--- config.mk ---
export PLATFORM = sky130hd
export DESIGN_NAME = agf_ctrl
export DESIGN_NICKNAME = d
export VERILOG_FILES = /design/src/hw/rtl/agf_pkg.sv /design/src/hw/rtl/agf_ctrl.sv
export VERILOG_INCLUDE_DIRS = /design/src /design/src/hw/rtl
export SDC_FILE = /design/constraint.sdc
export NUM_CORES = 1
export LEC_CHECK = 0
export ABC_CLOCK_PERIOD_IN_PS = 2800
export BUFFER_PORTS_ARGS = -buffer_cell sky130_fd_sc_hd__buf_4
export CORE_MARGIN = 2
export CORE_UTILIZATION = 53
export DETAILED_ROUTE_END_ITERATION = 12
export GPL_TIMING_DRIVEN = 0
export HOLD_SLACK_MARGIN = 0.03
export PLACE_DENSITY = 0.75
export SYNTH_ARGS = -nofsm -noshare
export SYNTH_HDL_FRONTEND = slang
export SYNTH_SLANG_ARGS = --single-unit
--- constraint.sdc ---
create_clock -name clk -period 2.8 [get_ports clk]
set_input_delay 0.14 -clock clk [delete_from_list [all_inputs] [get_ports clk]]
set_output_delay 0.14 -clock clk [all_outputs]
set_load 0.005 [all_outputs]
--- src/hw/rtl/all_pole_gammatone_filter_macros.svh ---
// assertion macros for the all-pole gammatone filter band
// used by modules that check their own control logic
`ifndef ALL_POLE_GAMMATONE_FILTER_MACROS_SVH
`define ALL_POLE_GAMMATONE_FILTER_MACROS_SVH

// same-cycle implication
`define AGF_ASSERT_SAME(label, ck, rs, pre, post, msg) \
  label: assert property (@(posedge ck) disable iff (rs) (pre) |-> (post)) \
    else $error(msg);

// next-cycle implication
`define AGF_ASSERT_NEXT(label, ck, rs, pre, post, msg) \
  label: assert property (@(posedge ck) disable iff (rs) (pre) |=> (post)) \
    else $error(msg);

`endif

--- src/hw/rtl/agf_pkg.sv ---
// types, constants and step program for the gammatone filter band
// no dependencies
package agf_pkg;

  localparam int WIDE_W     = 64;
  localparam int B_W        = 33;
  localparam int CFG_ADDR_W = 3;
  localparam int CFG_DATA_W = 32;
  localparam int PC_W       = 5;

  localparam logic [CFG_ADDR_W-1:0] REG_POLE_K       = 3'd0;
  localparam logic [CFG_ADDR_W-1:0] REG_GAIN         = 3'd1;
  localparam logic [CFG_ADDR_W-1:0] REG_COS_INC      = 3'd2;
  localparam logic [CFG_ADDR_W-1:0] REG_SIN_INC      = 3'd3;
  localparam logic [CFG_ADDR_W-1:0] REG_OUTPUT_DELAY = 3'd4;

  localparam logic [5:0] SH_NONE = 6'd0;
  localparam logic [5:0] SH_X    = 6'd15;
  localparam logic [5:0] SH_OSC  = 6'd22;
  localparam logic [5:0] SH_K    = 6'd24;
  localparam logic [5:0] SH_MIX  = 6'd30;
  localparam logic [5:0] SH_GAIN = 6'd45;

  localparam logic [PC_W-1:0] PC_LAST = 5'd27;

  typedef enum logic [3:0] {
    A_X, A_H0, A_H1, A_H2, A_H3, A_K, A_K2, A_ACC, A_UR, A_UI, A_FR, A_FI
  } asel_t;

  typedef enum logic [3:0] {
    B_FC, B_K, B_K2, B_K3, B_K4, B_ONE, B_FR, B_FI, B_GAIN, B_COS, B_SIN
  } bsel_t;

  typedef enum logic [1:0] {SAT_ACC, SAT_16, SAT_32, SAT_WIDE} sat_t;
  typedef enum logic [1:0] {SC1, SC4, SC6} scale_t;
  typedef enum logic [1:0] {AP_NONE, AP_LOAD, AP_ADD, AP_SUB} apply_t;

  typedef enum logic [3:0] {
    D_NONE, D_K2, D_K3, D_K4, D_PNEW, D_U, D_Y, D_NR, D_NI
  } dst_t;

  typedef struct packed {
    asel_t      asel;
    bsel_t      bsel;
    logic [5:0] shift;
    sat_t       sat;
    scale_t     scale;
    apply_t     apply;
    dst_t       dst;
    logic       ch;
  } uop_t;

  typedef struct packed {
    logic accept;
    logic issue;
    logic scale;
    logic apply;
    logic dly_read;
    logic out_load;
    uop_t uop;
  } ctrl_cmd_t;

  typedef struct packed {
    logic mul_done;
    logic mul_busy;
  } dp_sts_t;

  function automatic uop_t mk(asel_t a, bsel_t b, logic [5:0] s, sat_t t, scale_t c,
                              apply_t p, dst_t d, logic ch);
    uop_t u;
    u.asel  = a;
    u.bsel  = b;
    u.shift = s;
    u.sat   = t;
    u.scale = c;
    u.apply = p;
    u.dst   = d;
    u.ch    = ch;
    return u;
  endfunction

  function automatic uop_t prog(logic [PC_W-1:0] pc);
    uop_t u;
    case (pc)
      // pole powers
      5'd0:  u = mk(A_K,   B_K,    SH_K,    SAT_WIDE, SC1, AP_NONE, D_K2,   1'b0);
      5'd1:  u = mk(A_K2,  B_K,    SH_K,    SAT_WIDE, SC1, AP_NONE, D_K3,   1'b0);
      5'd2:  u = mk(A_K2,  B_K2,   SH_K,    SAT_WIDE, SC1, AP_NONE, D_K4,   1'b0);
      // real section
      5'd3:  u = mk(A_X,   B_FC,   SH_X,    SAT_ACC,  SC1, AP_LOAD, D_NONE, 1'b0);
      5'd4:  u = mk(A_H0,  B_K,    SH_K,    SAT_ACC,  SC4, AP_ADD,  D_NONE, 1'b0);
      5'd5:  u = mk(A_H1,  B_K2,   SH_K,    SAT_ACC,  SC6, AP_SUB,  D_NONE, 1'b0);
      5'd6:  u = mk(A_H2,  B_K3,   SH_K,    SAT_ACC,  SC4, AP_ADD,  D_NONE, 1'b0);
      5'd7:  u = mk(A_H3,  B_K4,   SH_K,    SAT_ACC,  SC1, AP_SUB,  D_PNEW, 1'b0);
      5'd8:  u = mk(A_H0,  B_ONE,  SH_NONE, SAT_ACC,  SC1, AP_LOAD, D_NONE, 1'b0);
      5'd9:  u = mk(A_H1,  B_K,    SH_K,    SAT_ACC,  SC4, AP_ADD,  D_NONE, 1'b0);
      5'd10: u = mk(A_H2,  B_K2,   SH_K,    SAT_ACC,  SC1, AP_ADD,  D_U,    1'b0);
      // imaginary section
      5'd11: u = mk(A_X,   B_FC,   SH_X,    SAT_ACC,  SC1, AP_LOAD, D_NONE, 1'b1);
      5'd12: u = mk(A_H0,  B_K,    SH_K,    SAT_ACC,  SC4, AP_ADD,  D_NONE, 1'b1);
      5'd13: u = mk(A_H1,  B_K2,   SH_K,    SAT_ACC,  SC6, AP_SUB,  D_NONE, 1'b1);
      5'd14: u = mk(A_H2,  B_K3,   SH_K,    SAT_ACC,  SC4, AP_ADD,  D_NONE, 1'b1);
      5'd15: u = mk(A_H3,  B_K4,   SH_K,    SAT_ACC,  SC1, AP_SUB,  D_PNEW, 1'b1);
      5'd16: u = mk(A_H0,  B_ONE,  SH_NONE, SAT_ACC,  SC1, AP_LOAD, D_NONE, 1'b1);
      5'd17: u = mk(A_H1,  B_K,    SH_K,    SAT_ACC,  SC4, AP_ADD,  D_NONE, 1'b1);
      5'd18: u = mk(A_H2,  B_K2,   SH_K,    SAT_ACC,  SC1, AP_ADD,  D_U,    1'b1);
      // remodulate and gain
      5'd19: u = mk(A_UR,  B_FR,   SH_MIX,  SAT_ACC,  SC1, AP_LOAD, D_NONE, 1'b0);
      5'd20: u = mk(A_UI,  B_FI,   SH_MIX,  SAT_ACC,  SC1, AP_ADD,  D_NONE, 1'b0);
      5'd21: u = mk(A_ACC, B_GAIN, SH_GAIN, SAT_16,   SC1, AP_NONE, D_Y,    1'b0);
      // oscillator turn
      5'd22: u = mk(A_FR,  B_COS,  SH_NONE, SAT_WIDE, SC1, AP_LOAD, D_NONE, 1'b0);
      5'd23: u = mk(A_FI,  B_SIN,  SH_NONE, SAT_WIDE, SC1, AP_SUB,  D_NONE, 1'b0);
      5'd24: u = mk(A_ACC, B_ONE,  SH_OSC,  SAT_32,   SC1, AP_NONE, D_NR,   1'b0);
      5'd25: u = mk(A_FI,  B_COS,  SH_NONE, SAT_WIDE, SC1, AP_LOAD, D_NONE, 1'b0);
      5'd26: u = mk(A_FR,  B_SIN,  SH_NONE, SAT_WIDE, SC1, AP_ADD,  D_NONE, 1'b0);
      5'd27: u = mk(A_ACC, B_ONE,  SH_OSC,  SAT_32,   SC1, AP_NONE, D_NI,   1'b0);
      default: u = mk(A_X, B_ONE,  SH_NONE, SAT_WIDE, SC1, AP_NONE, D_NONE, 1'b0);
    endcase
    return u;
  endfunction

endpackage

--- src/hw/rtl/agf_ctrl.sv ---
// controller: steps each sample through the shared multiplier program
// and hands the word to the output register; uses agf_pkg and the macros
`include "all_pole_gammatone_filter_macros.svh"

module agf_ctrl (
  input  logic               clk,
  input  logic               rst,
  input  logic               in_valid,
  output logic               in_ready,
  output logic               out_valid,
  input  logic               out_ready,
  output agf_pkg::ctrl_cmd_t cmd,
  input  agf_pkg::dp_sts_t   sts
);

  typedef enum logic [2:0] {
    ST_IDLE, ST_ISSUE, ST_WAIT, ST_SCALE, ST_APPLY, ST_DREAD, ST_OUT
  } state_t;

  state_t                     state;
  logic [agf_pkg::PC_W-1:0]   pc;
  logic                       load_ok;

  assign load_ok  = !out_valid || out_ready;
  assign in_ready = (state == ST_IDLE);

  always_comb begin
    cmd.accept   = (state == ST_IDLE) && in_valid;
    cmd.issue    = (state == ST_ISSUE);
    cmd.scale    = (state == ST_SCALE);
    cmd.apply    = (state == ST_APPLY);
    cmd.dly_read = (state == ST_DREAD);
    cmd.out_load = (state == ST_OUT) && load_ok;
    cmd.uop      = agf_pkg::prog(pc);
  end

  always_ff @(posedge clk) begin
    if (rst) begin
      state     <= ST_IDLE;
      pc        <= '0;
      out_valid <= 1'b0;
    end else begin
      if (out_valid && out_ready && !cmd.out_load) out_valid <= 1'b0;
      case (state)
        ST_IDLE: begin
          if (in_valid) begin
            pc    <= '0;
            state <= ST_ISSUE;
          end
        end
        ST_ISSUE: state <= ST_WAIT;
        ST_WAIT: begin
          if (sts.mul_done) state <= ST_SCALE;
        end
        ST_SCALE: state <= ST_APPLY;
        ST_APPLY: begin
          if (pc == agf_pkg::PC_LAST) begin
            state <= ST_DREAD;
          end else begin
            pc    <= pc + 1'b1;
            state <= ST_ISSUE;
          end
        end
        ST_DREAD: state <= ST_OUT;
        ST_OUT: begin
          if (load_ok) begin
            out_valid <= 1'b1;
            state     <= ST_IDLE;
          end
        end
        default: state <= ST_IDLE;
      endcase
    end
  end

  `AGF_ASSERT_SAME(a_issue_free, clk, rst, cmd.issue, !sts.mul_busy, "multiply issued while busy")
  `AGF_ASSERT_SAME(a_done_wait, clk, rst, sts.mul_done, state == ST_WAIT, "multiply done outside wait")
  `AGF_ASSERT_NEXT(a_accept_start, clk, rst, in_valid && in_ready, state == ST_ISSUE && pc == '0, "accept did not start program")
  `AGF_ASSERT_SAME(a_load_room, clk, rst, cmd.out_load, !out_valid || out_ready, "output word overwritten")

endmodule

==> impl_metrics.env <==
export IMPL_netlist_instances=203
export IMPL_cts_sinks=34
export IMPL_max_cap_viol_count=0
export IMPL_syn2layout_area_growth_pct=26.3
export IMPL_postRouteAntennaNets=0
export IMPL_clkTransAtPathRegs_ps=100
export IMPL_routedWlPerCell_um=15.6
export IMPL_hold_buffers=0
export IMPL_drc_errors=0
export IMPL_pin_count=39
export IMPL_slew_headroom_pct=59.1
export IMPL_crit_path_start_kind="flop"
export IMPL_syn_nets=217
export IMPL_synth_area_per_cell_um2=8.67
export IMPL_synth_ff_latch_count=34
export IMPL_crit_path_max_fanout=10
export IMPL_ir_worst_vdd_uv=372
export IMPL_min_period_ps=2750
export IMPL_die_area_um2=3800
export IMPL_setup_viol=0
export IMPL_synth_seq_area_share_pct=38.7
export IMPL_yosysMostFrequentCell="dfxtp_1"
export IMPL_synthTopCellsByCount="dfxtp_1, nor2_1, a21oi_1, nand2_1, o21ai_0"
export IMPL_async_flop_share_pct=0
export IMPL_num_rows=20
export IMPL_finalCritPeriodShare_pct=98.3
export IMPL_p_leak_nw=0.964
export IMPL_grt_pass1_vias=1486
export IMPL_layout_nets=264
export IMPL_synth_top_area_share_pct=38.7
export IMPL_synth_area_um2=1760
export IMPL_grt_max_degree=12
export IMPL_die_h_um=61.6
export IMPL_hold_viol_final=0
export IMPL_max_freq_mhz=363
export IMPL_via_per_inst=5.90
export IMPL_hp_class="primary input to flop"
export IMPL_synth_area_leaders="dfxtp_1, ha_1, a21oi_1"
export IMPL_synth_cell_types=54
export IMPL_cts_root_buffer="clkbuf_4"
export IMPL_power_density_nw_per_um2=410
export IMPL_fin_tns_setup_ps=0
export IMPL_clockBufferDepth=2
export IMPL_tightestPinTransition_ps=614
export IMPL_overflow=0
export IMPL_drive_above_1_share_pct=29.5
export IMPL_critPathRequiredTime_ps=3030
export IMPL_drt_iter0_drc=70
export IMPL_htreeDepth=2
export IMPL_grt_usage_pct=26.0
export IMPL_io_buffers=37
export IMPL_end_kind="flop"
export IMPL_outcome="finished clean"
export IMPL_hpwl_um=3110
export IMPL_finClkSkew_ps=8.80
export IMPL_core_area_um2=3100
export IMPL_ys_flop_type="dfxtp_1"
export IMPL_cp_arrival_ps=2980
export IMPL_drt_pass1_iter_count=7
export IMPL_holdWs_ps=54.4
export IMPL_synth_top_area_cell="dfxtp_1"
export IMPL_rsz0062_at_grt="yes"
export IMPL_die_w_um=61.6
export IMPL_worstSetupPathType="flop to flop"
export IMPL_start_util_pct=56.7
export IMPL_slew_violations=0
export IMPL_yosysWarnings=0
export IMPL_cts_tree="yes"
export IMPL_cts_buffers=5
export IMPL_antenna_cells=0
export IMPL_drt_total_wl_um=4610
export IMPL_clock_latency_ps=350
export IMPL_synth_edf_count=0
export IMPL_antenna_found_initial=0
export IMPL_gp_congestion=0.922
export IMPL_grt_pass1_wl_um=7150
export IMPL_via_count=1740
export IMPL_fillers=262
[worst paths after layout]
| path | to | startpoint | cells past startpoint | slack, ps |
|---|---|---|---|---|
| setup / recovery | cmd[15] | state[0] | 9 | 50 |
| hold / removal | out_valid | out_ready | 3 | 50 |
| setup reg to reg | cmd[15] | state[0] | 9 | 50 |
| hold reg to reg | out_valid | out_valid | 2 | 480 |
[layout by cell type, fill, tap and decap left out, types with 5 or more instances in the layout]
master	count
inv_1	7
nor2_1	20
o21ai_0	12
a21oi_1	17
dfxtp_1	34
a31oi_1	5
nand3_1	6
ha_1	8
nor3_1	5
nand2_1	17
buf_4	41
clkbuf_4	5
[routing by layer]
| metal | wire length (µm) | part of all wire, % | up-vias | GRT usage, % |
|---|---|---|---|---|
| met5 | 0 | 0 | - | 0 |
| met4 | 106 | 2.3 | 0 | 9.12 |
| met3 | 481 | 10 | 20 | 9.66 |
| met2 | 2030 | 44 | 116 | 38.0 |
| met1 | 1990 | 43 | 788 | 35.3 |
| li1 | - | - | 816 | - |
[registers in the layout, summed over array words and instances (netlist names)]
register and flops:
pc 5, cmd 25, out_valid 1, state 3
[cells by family (layout without fill, tap and decap cells)]
logic type	Yosys count	after routing	synth area share [%]
compound gates	62	62	23.8
xor+xnor	3	3	1.92
fa+ha+maj	8	8	5.69
buf+inv	23	71	6.82
flops	34	34	38.7
mux	5	5	2.91
simple gates	68	68	20.2
[layout make-up]
| cell class | instances | area, µm² | area share [%] |
|---|---|---|---|
| clock buffers | 5 | 37.5 | 1.69 |
| multi-input cells | 146 | 987 | 44.4 |
| repair buffers | 40 | 300 | 13.5 |
| inverters | 11 | 48.8 | 2.19 |
| flip-flops and latches | 34 | 681 | 30.6 |
| clock inverters | 3 | 40.0 | 1.80 |
| well taps | 44 | 55.1 | 2.48 |
| plain buffers | 12 | 73.8 | 3.32 |
[worst max-delay path, stage by stage (launching register included)]
cell and delay [ps]:
dfxtp_1 320, buf_6 130, or3b_4 420, or3_1 410
a211o_4 420, ha_1 310, clkbuf_2 230, inv_1 110
a21oi_1 170, a21oi_1 100
[report_power, final]
part / total, mW / switching, mW / leakage (nW) / internal [mW]
Sequential: 0.489 / 0.00170 / 0.275 / 0.487
Combinational: 0.0704 / 0.0367 / 0.644 / 0.0337
Clock: 0.351 / 0.166 / 0.0450 / 0.185
Total: 0.910 / 0.205 / 0.964 / 0.706
[metrics by stage]
stage / total power [mW] / util (%) / setup WS [ps] / cells / area [µm²]
final: 0.910 / 71.7 / 47.6 / 295 / 2220
after global routing: 0.944 / 71.7 / -53.2 / 295 / 2220
after CTS: 0.913 / 70.4 / 14.6 / 292 / 2190
after detailed placement: 0.564 / 67.5 / -384 / 284 / 2090
after global placement: 0.563 / 67.5 / -267 / 284 / 2090
after floorplan: 0.542 / - / 274 / 203 / 1760
[repair_timing]
action,4_1_cts,5_1_grt
endpoints found under the hold margin,0,0
setup buffers,0,3
gates resized for setup,4,7
pin swaps,0,1
setup endpoints to repair,16,15
gates cloned,0,0
(Power assumes the default switching activity.)
